**config.mk**
```make
export PLATFORM = sky130hd
export DESIGN_NAME = send_window_ack_tracker
export DESIGN_NICKNAME = d
export VERILOG_FILES = /design/src/design/swat_pkg.sv /design/src/design/swat_ring_unit.sv /design/src/design/send_window_ack_tracker.sv
export VERILOG_INCLUDE_DIRS = /design/src /design/src/design
export SDC_FILE = /design/constraint.sdc
export NUM_CORES = 1
export LEC_CHECK = 0
export ABC_AREA = 1
export BUFFER_PORTS_ARGS = -buffer_cell sky130_fd_sc_hd__buf_4
export CAP_MARGIN = 0
export CORE_UTILIZATION = 25
export DETAILED_ROUTE_END_ITERATION = 10
export PLACE_DENSITY = 0.55
export SYNTH_ARGS = -nofsm -noshare
export SYNTH_HDL_FRONTEND = slang
export SYNTH_SLANG_ARGS = --single-unit
```
**constraint.sdc**
```tcl
create_clock -name clk_i -period 5.4 [get_ports clk_i]
set_clock_uncertainty 0.1 [all_clocks]
set_input_delay 1.08 -clock clk_i [delete_from_list [all_inputs] [get_ports clk_i]]
set_output_delay 1.08 -clock clk_i [all_outputs]
set_load 0.01 [all_outputs]
```
**src/design/assert_macros.svh**
```systemverilog
// assertion macros for the send window ack tracker rtl
`ifndef ASSERT_MACROS_SVH
`define ASSERT_MACROS_SVH

// antecedent implies consequent in the same cycle
`define ASSERT_SAME(lbl, ante, cons, msg) \
  lbl: assert property (@(posedge clk_i) disable iff (!rst_ni) (ante) |-> (cons)) \
    else $error(msg);

// antecedent implies consequent in the next cycle
`define ASSERT_NEXT(lbl, ante, cons, msg) \
  lbl: assert property (@(posedge clk_i) disable iff (!rst_ni) (ante) |=> (cons)) \
    else $error(msg);

`endif

```
**src/design/swat_pkg.sv**
```systemverilog
// package with codes and defaults for the send window ack tracker
package swat_pkg;

  localparam int SLOTS_DEF     = 16;
  localparam int PKT_BYTES_DEF = 1024;

  localparam int REQ_W    = 3;
  localparam int SEQ_W    = 14;
  localparam int STATUS_W = 2;
  localparam int LIMIT_W  = 4;
  localparam int APB_AW   = 3;
  localparam int APB_DW   = 32;

  localparam logic [REQ_W-1:0] REQ_SEND   = 3'd0;
  localparam logic [REQ_W-1:0] REQ_ACK    = 3'd1;
  localparam logic [REQ_W-1:0] REQ_CUMACK = 3'd2;
  localparam logic [REQ_W-1:0] REQ_LOOKUP = 3'd3;
  localparam logic [REQ_W-1:0] REQ_SHIFT  = 3'd4;

  localparam logic [STATUS_W-1:0] ST_OK          = 2'd0;
  localparam logic [STATUS_W-1:0] ST_FULL        = 2'd1;
  localparam logic [STATUS_W-1:0] ST_OUTSIDE     = 2'd2;
  localparam logic [STATUS_W-1:0] ST_NOT_PENDING = 2'd3;

  localparam logic REG_WINDOW_LIMIT = 1'b0;
  localparam logic [LIMIT_W-1:0] LIMIT_RESET = 4'd8;

endpackage

```
**src/design/swat_ring_unit.sv**
```systemverilog
// shared ring arithmetic unit: modular distance and modular increment
module swat_ring_unit #(
  parameter int SLOTS  = swat_pkg::SLOTS_DEF,
  parameter int SLOT_W = $clog2(SLOTS)
) (
  input  logic [SLOT_W-1:0] a_i,
  input  logic [SLOT_W-1:0] b_i,
  output logic [SLOT_W-1:0] dist_o,
  output logic [SLOT_W-1:0] inc_o
);

  localparam logic [SLOT_W:0] RING = (SLOT_W+1)'(SLOTS);
  localparam logic [SLOT_W-1:0] LAST = SLOT_W'(SLOTS - 1);

  logic [SLOT_W:0] wrap_sum;
  logic [SLOT_W:0] plain_diff;

  assign plain_diff = {1'b0, b_i} - {1'b0, a_i};
  assign wrap_sum   = {1'b0, b_i} + RING - {1'b0, a_i};
  assign dist_o     = (b_i >= a_i) ? plain_diff[SLOT_W-1:0] : wrap_sum[SLOT_W-1:0];
  assign inc_o      = (a_i == LAST) ? '0 : a_i + SLOT_W'(1);

endmodule

```
**src/design/send_window_ack_tracker.sv**
```systemverilog
// top level of the send window ack tracker: sequencer, ack flag memory, apb register
//
// channel   direction  handshake                      payload
// request   in         start && !busy                 req_type_i, seq_i
// result    out        done_o, one cycle, no stall    status_o .. started_o
// config    in         psel && penable && pwrite      paddr, pwdata (prdata on read)
//
// a request passes S_DIST and S_EXEC, then S_ACK1 for a single ack, S_LOOK for an
// in-window lookup or an S_CRD, S_CWR read and write pair per slot for a cumulative
// ack, then S_WINIT and the oldest-unacked walk, an S_WRD, S_WCK pair per slot up to
// the first unacked one (at most SLOTS-1 acked slots passed), before its result strobe;
// the ack flag memory read port is registered. busy is raised by the accept and stays
// high until the strobe cycle, where the next request may already be taken. reset
// empties the window at once: no clearing pass, slots outside the window read as empty.
module send_window_ack_tracker #(
  parameter int SLOTS     = swat_pkg::SLOTS_DEF,
  parameter int PKT_BYTES = swat_pkg::PKT_BYTES_DEF,
  parameter int SLOT_W    = $clog2(SLOTS),
  parameter int CNT_W     = $clog2(SLOTS + 1)
) (
  input  logic                            clk_i,
  input  logic                            rst_ni,
  input  logic                            start,
  output logic                            busy,
  input  logic [swat_pkg::REQ_W-1:0]      req_type_i,
  input  logic [swat_pkg::SEQ_W-1:0]      seq_i,
  output logic                            done_o,
  output logic [swat_pkg::STATUS_W-1:0]   status_o,
  output logic [SLOT_W-1:0]               slot_o,
  output logic [CNT_W-1:0]                pending_count_o,
  output logic [CNT_W-1:0]                acked_count_o,
  output logic [SLOT_W-1:0]               oldest_unacked_slot_o,
  output logic                            oldest_valid_o,
  output logic                            started_o,
  input  logic                            psel,
  input  logic                            penable,
  input  logic                            pwrite,
  input  logic [swat_pkg::APB_AW-1:0]     paddr,
  input  logic [swat_pkg::APB_DW-1:0]     pwdata,
  output logic [swat_pkg::APB_DW-1:0]     prdata,
  output logic                            pready
);
  import swat_pkg::*;

  `include "assert_macros.svh"

  localparam int ST_W = 4;
  localparam logic [ST_W-1:0] S_IDLE  = 4'd0;
  localparam logic [ST_W-1:0] S_DIST  = 4'd1;
  localparam logic [ST_W-1:0] S_EXEC  = 4'd2;
  localparam logic [ST_W-1:0] S_ACK1  = 4'd3;
  localparam logic [ST_W-1:0] S_LOOK  = 4'd4;
  localparam logic [ST_W-1:0] S_CRD   = 4'd5;
  localparam logic [ST_W-1:0] S_CWR   = 4'd6;
  localparam logic [ST_W-1:0] S_WINIT = 4'd7;
  localparam logic [ST_W-1:0] S_WRD   = 4'd8;
  localparam logic [ST_W-1:0] S_WCK   = 4'd9;

  localparam int CMP_W = (SLOT_W > LIMIT_W) ? SLOT_W : LIMIT_W;
  localparam logic [SLOT_W-1:0] LAST = SLOT_W'(SLOTS - 1);

  logic [ST_W-1:0]     state_q, state_d;
  logic [REQ_W-1:0]    req_q, req_d;
  logic [SLOT_W-1:0]   addr_q, addr_d;
  logic [SLOT_W-1:0]   dist_q, dist_d;
  logic [SLOT_W-1:0]   idx_q, idx_d;
  logic [SLOT_W-1:0]   start_slot_q, start_slot_d;
  logic [SLOT_W-1:0]   next_slot_q, next_slot_d;
  logic [SLOT_W-1:0]   outs_q, outs_d;
  logic [CNT_W-1:0]    acked_q, acked_d;
  logic                started_q, started_d;
  logic [LIMIT_W-1:0]  limit_q;
  logic                done_q, done_d;
  logic [STATUS_W-1:0] status_q, status_d;
  logic [SLOT_W-1:0]   slot_q, slot_d;
  logic [SLOT_W-1:0]   oldest_q, oldest_d;
  logic                valid_q, valid_d;

  logic                acked_mem_q [SLOTS];
  logic                rd_data_q;
  logic [SLOT_W-1:0]   rd_addr;
  logic                wr_en;
  logic [SLOT_W-1:0]   wr_addr;
  logic                wr_data;

  logic [SLOT_W-1:0]   alu_a, alu_b, alu_dist, alu_inc;
  logic                accept;
  logic                full;
  logic                in_window;
  logic                cfg_write;
  logic [SLOT_W-1:0]   seq_addr;

  swat_ring_unit #(
    .SLOTS  (SLOTS),
    .SLOT_W (SLOT_W)
  ) u_ring (
    .a_i    (alu_a),
    .b_i    (alu_b),
    .dist_o (alu_dist),
    .inc_o  (alu_inc)
  );

  assign accept    = start && !busy;
  assign busy      = (state_q != S_IDLE);
  assign seq_addr  = SLOT_W'((int'(seq_i) / PKT_BYTES) % SLOTS);
  assign full      = (CMP_W'(outs_q) >= CMP_W'(limit_q)) || (outs_q == LAST);
  assign in_window = (dist_q < outs_q);

  always_comb begin
    state_d      = state_q;
    req_d        = req_q;
    addr_d       = addr_q;
    dist_d       = dist_q;
    idx_d        = idx_q;
    start_slot_d = start_slot_q;
    next_slot_d  = next_slot_q;
    outs_d       = outs_q;
    acked_d      = acked_q;
    started_d    = started_q;
    done_d       = 1'b0;
    status_d     = status_q;
    slot_d       = slot_q;
    oldest_d     = oldest_q;
    valid_d      = valid_q;
    alu_a        = start_slot_q;
    alu_b        = addr_q;
    rd_addr      = idx_q;
    wr_en        = 1'b0;
    wr_addr      = idx_q;
    wr_data      = 1'b1;

    case (state_q)
      S_IDLE: begin
        if (accept) begin
          req_d   = req_type_i;
          addr_d  = seq_addr;
          state_d = S_DIST;
        end
      end
      S_DIST: begin
        dist_d  = alu_dist;
        state_d = S_EXEC;
      end
      S_EXEC: begin
        status_d = ST_OK;
        slot_d   = addr_q;
        rd_addr  = addr_q;
        alu_a    = next_slot_q;
        state_d  = S_WINIT;
        case (req_q)
          REQ_SEND: begin
            slot_d = next_slot_q;
            if (full) begin
              status_d = ST_FULL;
            end else begin
              wr_en       = 1'b1;
              wr_addr     = next_slot_q;
              wr_data     = 1'b0;
              next_slot_d = alu_inc;
              outs_d      = outs_q + SLOT_W'(1);
              started_d   = 1'b1;
            end
          end
          REQ_ACK: begin
            if (in_window) begin
              state_d = S_ACK1;
            end else begin
              status_d = ST_OUTSIDE;
            end
          end
          REQ_CUMACK: begin
            if (in_window) begin
              idx_d   = start_slot_q;
              state_d = S_CRD;
            end else begin
              status_d = ST_OUTSIDE;
            end
          end
          REQ_LOOKUP: begin
            if (in_window) begin
              state_d = S_LOOK;
            end else begin
              status_d = ST_NOT_PENDING;
            end
          end
          REQ_SHIFT: begin
            slot_d       = '0;
            start_slot_d = next_slot_q;
            outs_d       = '0;
            acked_d      = '0;
          end
          default: begin
            slot_d = '0;
          end
        endcase
      end
      S_ACK1: begin
        wr_en   = 1'b1;
        wr_addr = addr_q;
        if (!rd_data_q) begin
          acked_d = acked_q + CNT_W'(1);
        end
        state_d = S_WINIT;
      end
      S_LOOK: begin
        status_d = rd_data_q ? ST_NOT_PENDING : ST_OK;
        state_d  = S_WINIT;
      end
      S_CRD: begin
        state_d = S_CWR;
      end
      S_CWR: begin
        wr_en = 1'b1;
        alu_a = idx_q;
        if (!rd_data_q) begin
          acked_d = acked_q + CNT_W'(1);
        end
        if (idx_q == addr_q) begin
          state_d = S_WINIT;
        end else begin
          idx_d   = alu_inc;
          state_d = S_CRD;
        end
      end
      S_WINIT: begin
        idx_d   = start_slot_q;
        state_d = S_WRD;
      end
      S_WRD: begin
        if (idx_q == next_slot_q) begin
          oldest_d = '0;
          valid_d  = 1'b0;
          done_d   = 1'b1;
          state_d  = S_IDLE;
        end else begin
          state_d = S_WCK;
        end
      end
      S_WCK: begin
        alu_a = idx_q;
        if (rd_data_q) begin
          idx_d   = alu_inc;
          state_d = S_WRD;
        end else begin
          oldest_d = idx_q;
          valid_d  = 1'b1;
          done_d   = 1'b1;
          state_d  = S_IDLE;
        end
      end
      default: begin
        state_d = S_IDLE;
      end
    endcase
  end

  always_ff @(posedge clk_i or negedge rst_ni) begin
    if (!rst_ni) begin
      state_q      <= S_IDLE;
      start_slot_q <= '0;
      next_slot_q  <= '0;
      outs_q       <= '0;
      acked_q      <= '0;
      started_q    <= 1'b0;
      done_q       <= 1'b0;
      limit_q      <= LIMIT_RESET;
    end else begin
      state_q      <= state_d;
      start_slot_q <= start_slot_d;
      next_slot_q  <= next_slot_d;
      outs_q       <= outs_d;
      acked_q      <= acked_d;
      started_q    <= started_d;
      done_q       <= done_d;
      if (cfg_write && (paddr[2] == REG_WINDOW_LIMIT)) begin
        limit_q <= pwdata[LIMIT_W-1:0];
      end
    end
  end

  always_ff @(posedge clk_i) begin
    req_q    <= req_d;
    addr_q   <= addr_d;
    dist_q   <= dist_d;
    idx_q    <= idx_d;
    status_q <= status_d;
    slot_q   <= slot_d;
    oldest_q <= oldest_d;
    valid_q  <= valid_d;
  end

  // ack flags, one bit per slot; a slot's flag is cleared when it is sent
  always_ff @(posedge clk_i) begin
    if (wr_en) begin
      acked_mem_q[wr_addr] <= wr_data;
    end
    rd_data_q <= acked_mem_q[rd_addr];
  end

  assign cfg_write = psel && penable && pwrite;
  assign pready    = 1'b1;
  assign prdata    = (paddr[2] == REG_WINDOW_LIMIT) ? APB_DW'(limit_q) : '0;

  assign done_o                = done_q;
  assign status_o              = status_q;
  assign slot_o                = slot_q;
  assign pending_count_o       = CNT_W'(outs_q) - acked_q;
  assign acked_count_o         = acked_q;
  assign oldest_unacked_slot_o = oldest_q;
  assign oldest_valid_o        = valid_q;
  assign started_o             = started_q;

  `ASSERT_SAME(a_done_idle, done_q, state_q == S_IDLE, "result beat while sequencer active")
  `ASSERT_SAME(a_acked_le_outs, 1'b1, acked_q <= CNT_W'(outs_q), "acked count exceeds window")
  `ASSERT_NEXT(a_accept_busy, accept, busy && (state_q == S_DIST), "accepted request not started")
  `ASSERT_SAME(a_oldest_pending, done_q && valid_q, pending_count_o != '0, "oldest valid with none pending")

endmodule
```
==> reports/summary.txt <==
Status: complete, no violations
Initial antenna violation count: 0
Max Clk Rate: 0.314 GHz
TritonRoute pass-1 iters: 5
Yosys warns: 0
Synthesized cell area: 0.00427 mm²
Hold Path Stages: 1
Worst-path maximum fanout: 5
Simple logic cell fraction of the synthesized area: 23.0%
Leakage: 2.32 nW
Int Pwr: 1.63 mW
Global route overflow: 0
Post-CTS setup buffers: 0
Post-synth EDFFs: 42
Cell depth of the worst flop-to-flop path: 11
Critical Setup Path Class: reg2out
Post-Route Utilization: 30.4%
Vias in the first global route: 2940
Antenna diodes: 0
Power density over the cells: 558 mW/mm²
Cells after synthesis: 501
Startpoint types: flip-flop
Asr flop ratio synth: 38.6%
Max-slew violations: 0
Fin crit period: 3.18 ns
# setup viols final: 0
Reg power frac: 31.3%
Reg-to-reg endpoint: acked_mem_q[2]
Yosys top cell by area: edfxtp_1
First-pass GRT wire length: 15.0 mm
Worst path required time: 4.22 ns
Hold Buf Count CTS: 0
Synth cell types: 42
Via count: 3213
WL per Instance: 11.9 µm
# resized after CTS: 0
Full die area: 0.0176 mm²
Placed cells: 761
Clock Sinks: 70
Initial Util: 25.7%
Width of the chip: 133 µm
Reg clk slew, reported paths: 0.06 ns
Worst Hold Class: reg2reg
Peak supply drop: 0.214 mV
P&R area growth vs syn: 18.5%
ANT nets after route: 0
Reg-to-reg startpoint: limit_q[3]
Layout cells sized above 1: 16.5%
Main combinational cell family by area after synthesis: simple AND/OR/NAND/NOR gates
Ranking of synthesized cells by area: edfxtp_1, dfrtp_1, nand2_1, inv_1, buf_4
Seq/Total Area, Yosys: 45.8%
Post-synthesis xor/xnor area fraction: 3.28%
Worst Path Arrival: 2.00 ns
Tot GR Track Use: 11.0%
Core footprint: 0.0166 mm²
TritonCTS buffer count: 9
Via density: 4.14
Worst relative slew slack: 53.0%
Syn Area/Cell: 8.53 µm²
R2R Setup Slk: 2.78 ns
RSZ-0062 raised after global routing: false
Port Buf Inserts: 45
Largest net degree at the start of global routing: 28
Max-Cap Viols: 0
Crit share post-route: 58.9%
# DRC: 0
Comb pwr share: 46.4%
Switching Fraction: 42.2%
Clk_lat worst skew: 0.34 ns
Setup_tns: 0 ns
Num ports: 115
Die height: 133 µm
Hold path start: started_o
# H-tree levels: 3
Clock Power Share: 22.3%
Synth Area in Compound Gates: 8.58%
Top cell type's share of synthesized area: 29.5%
DP HPWL: 7.25 mm
Hold EP: started_o
Post-synthesis mux area share: 0%
Final hold violation count: 0
Worst Tran Pin Value: 0.702 ns
Final non-filler cell total: 777
Row Count: 47
CTS tree: built
Root buf cell: clkbuf_16
Fraction of the mapped netlist area in adder cells: 5.92%
Register bit total from synthesis: 70
DP Area: 0.00475 mm²
Design area: 0.00506 mm²
Total Routed Length: 9.25 mm
Setup crit end kind: output port
Placer Congestion: 0.855
Main synth FF type: edfxtp_1
Initial DRC Count: 167
NetSw: 1.19 mW
Nets: 629
Max Root-Sink Buffers: 2
[registers in the layout, summed over array words and instances, names as in the netlist]
| register | flops |
|---|---|
| rd_data_q | 1 |
| status_o | 2 |
| limit_q | 4 |
| outs_q | 4 |
| started_o | 1 |
| dist_q | 4 |
| oldest_unacked_slot_o | 4 |
| done_o | 1 |
| oldest_valid_o | 1 |
| acked_count_o | 5 |
| req_q | 3 |
| start_slot_q | 4 |
| slot_o | 4 |
| addr_q | 4 |
| acked_mem_q | 16 |
| next_slot_q | 4 |
| idx_q | 4 |
| state_q | 4 |
[cell usage after synthesis, types with 2 or more instances]
library cell	number
o21ai_0	27
nand2_1	104
dfrtp_1	26
nand4_1	7
o21ai_2	2
edfxtp_1	42
o2111ai_1	2
o22ai_1	6
inv_2	7
buf_4	30
o211ai_1	3
inv_1	78
nor2_1	49
conb_1	2
nand3_1	27
ha_1	17
nand2_4	3
nor2_4	5
nor2_2	2
xor2_1	8
o21ai_1	3
fa_1	2
o31ai_1	3
a21oi_1	15
nand2_2	7
xnor2_1	8
[power groups by stage]
stage	registers, mW	clock network [mW]	logic, mW
floorplan	0.864	0	0.943
global placement	0.893	0	1.31
detailed placement	0.894	0	1.32
CTS	0.885	0.644	1.33
global route	0.902	0.667	1.48
finish	0.883	0.630	1.31
[routing by layer]
metal	GRT usage, %	part of all wire, %	routed length, µm
met1	15.4	50	4650
met2	16.7	44	4100
met3	2.11	3.9	359
met4	4.34	1.5	140
met5	0	0	0
[cells in the final DEF (no fill, tap or decap), drive strengths merged]
cell / n
nand3b: 1
conb: 29
fa: 2
o211ai: 3
clkinv: 2
a21oi: 16
o21bai: 1
inv: 87
nor3b: 1
clkbuf: 10
xor2: 8
o21ai: 32
nor3: 1
o31ai: 3
ha: 17
bufinv: 2
o22ai: 6
clkinvlp: 1
dfxtp: 1
or2: 2
dfstp: 1
nand3: 29
o21a: 1
o2111ai: 2
buf: 45
nand4: 8
dfrtp: 26
nor2: 56
xnor2: 8
nand2: 114
edfxtp: 42
[worst max-delay path, cell delays in order (launching register included)]
cell and delay (ns):
dfrtp_1 0.37, inv_1 0.13, ha_1 0.23, fa_1 0.39, o21ai_0 0.24, xor2_1 0.17, buf_4 0.14
[stage by stage]
stage	power, mW	worst slack, ns	hold slack, ns
final	2.82	2.22	0.373
after CTS	2.86	2.21	0.379
after global placement	2.20	2.60	0.352
after global routing	3.05	2.09	0.404
after detailed placement	2.22	2.57	0.360
after floorplan	1.81	2.70	0.375
[area by class of cell]
| class | instances | area, µm² |
|---|---|---|
| well taps | 220 | 275 |
| inverters | 86 | 325 |
| fillers | 1758 | 11600 |
| flip-flops and latches | 70 | 1960 |
| repair buffers | 45 | 338 |
| clock buffers | 10 | 229 |
| multi-input cells | 340 | 1850 |
| clock inverters | 6 | 85.1 |
[worst max-delay path by stage]
| stage | from | endpoint | cells past startpoint |
|---|---|---|---|
| 4_1_cts | outs_q[0] | pending_count_o[4] | 6 |
| 3_3_place_gp | outs_q[0] | pending_count_o[4] | 6 |
| 3_5_place_dp | outs_q[0] | pending_count_o[4] | 6 |
| 5_1_grt | outs_q[0] | pending_count_o[4] | 6 |
| 2_1_floorplan | acked_count_o[0] | pending_count_o[4] | 4 |
| 6_report | outs_q[0] | pending_count_o[4] | 6 |
[cells by family after synthesis]
kind of cell	after synthesis
flops	70
fa+ha+maj	19
xor+xnor	16
compound gates	64
simple gates	212
buf+inv	118
other cells	2
No activity file was read; power rests on OpenSTA's default activity.
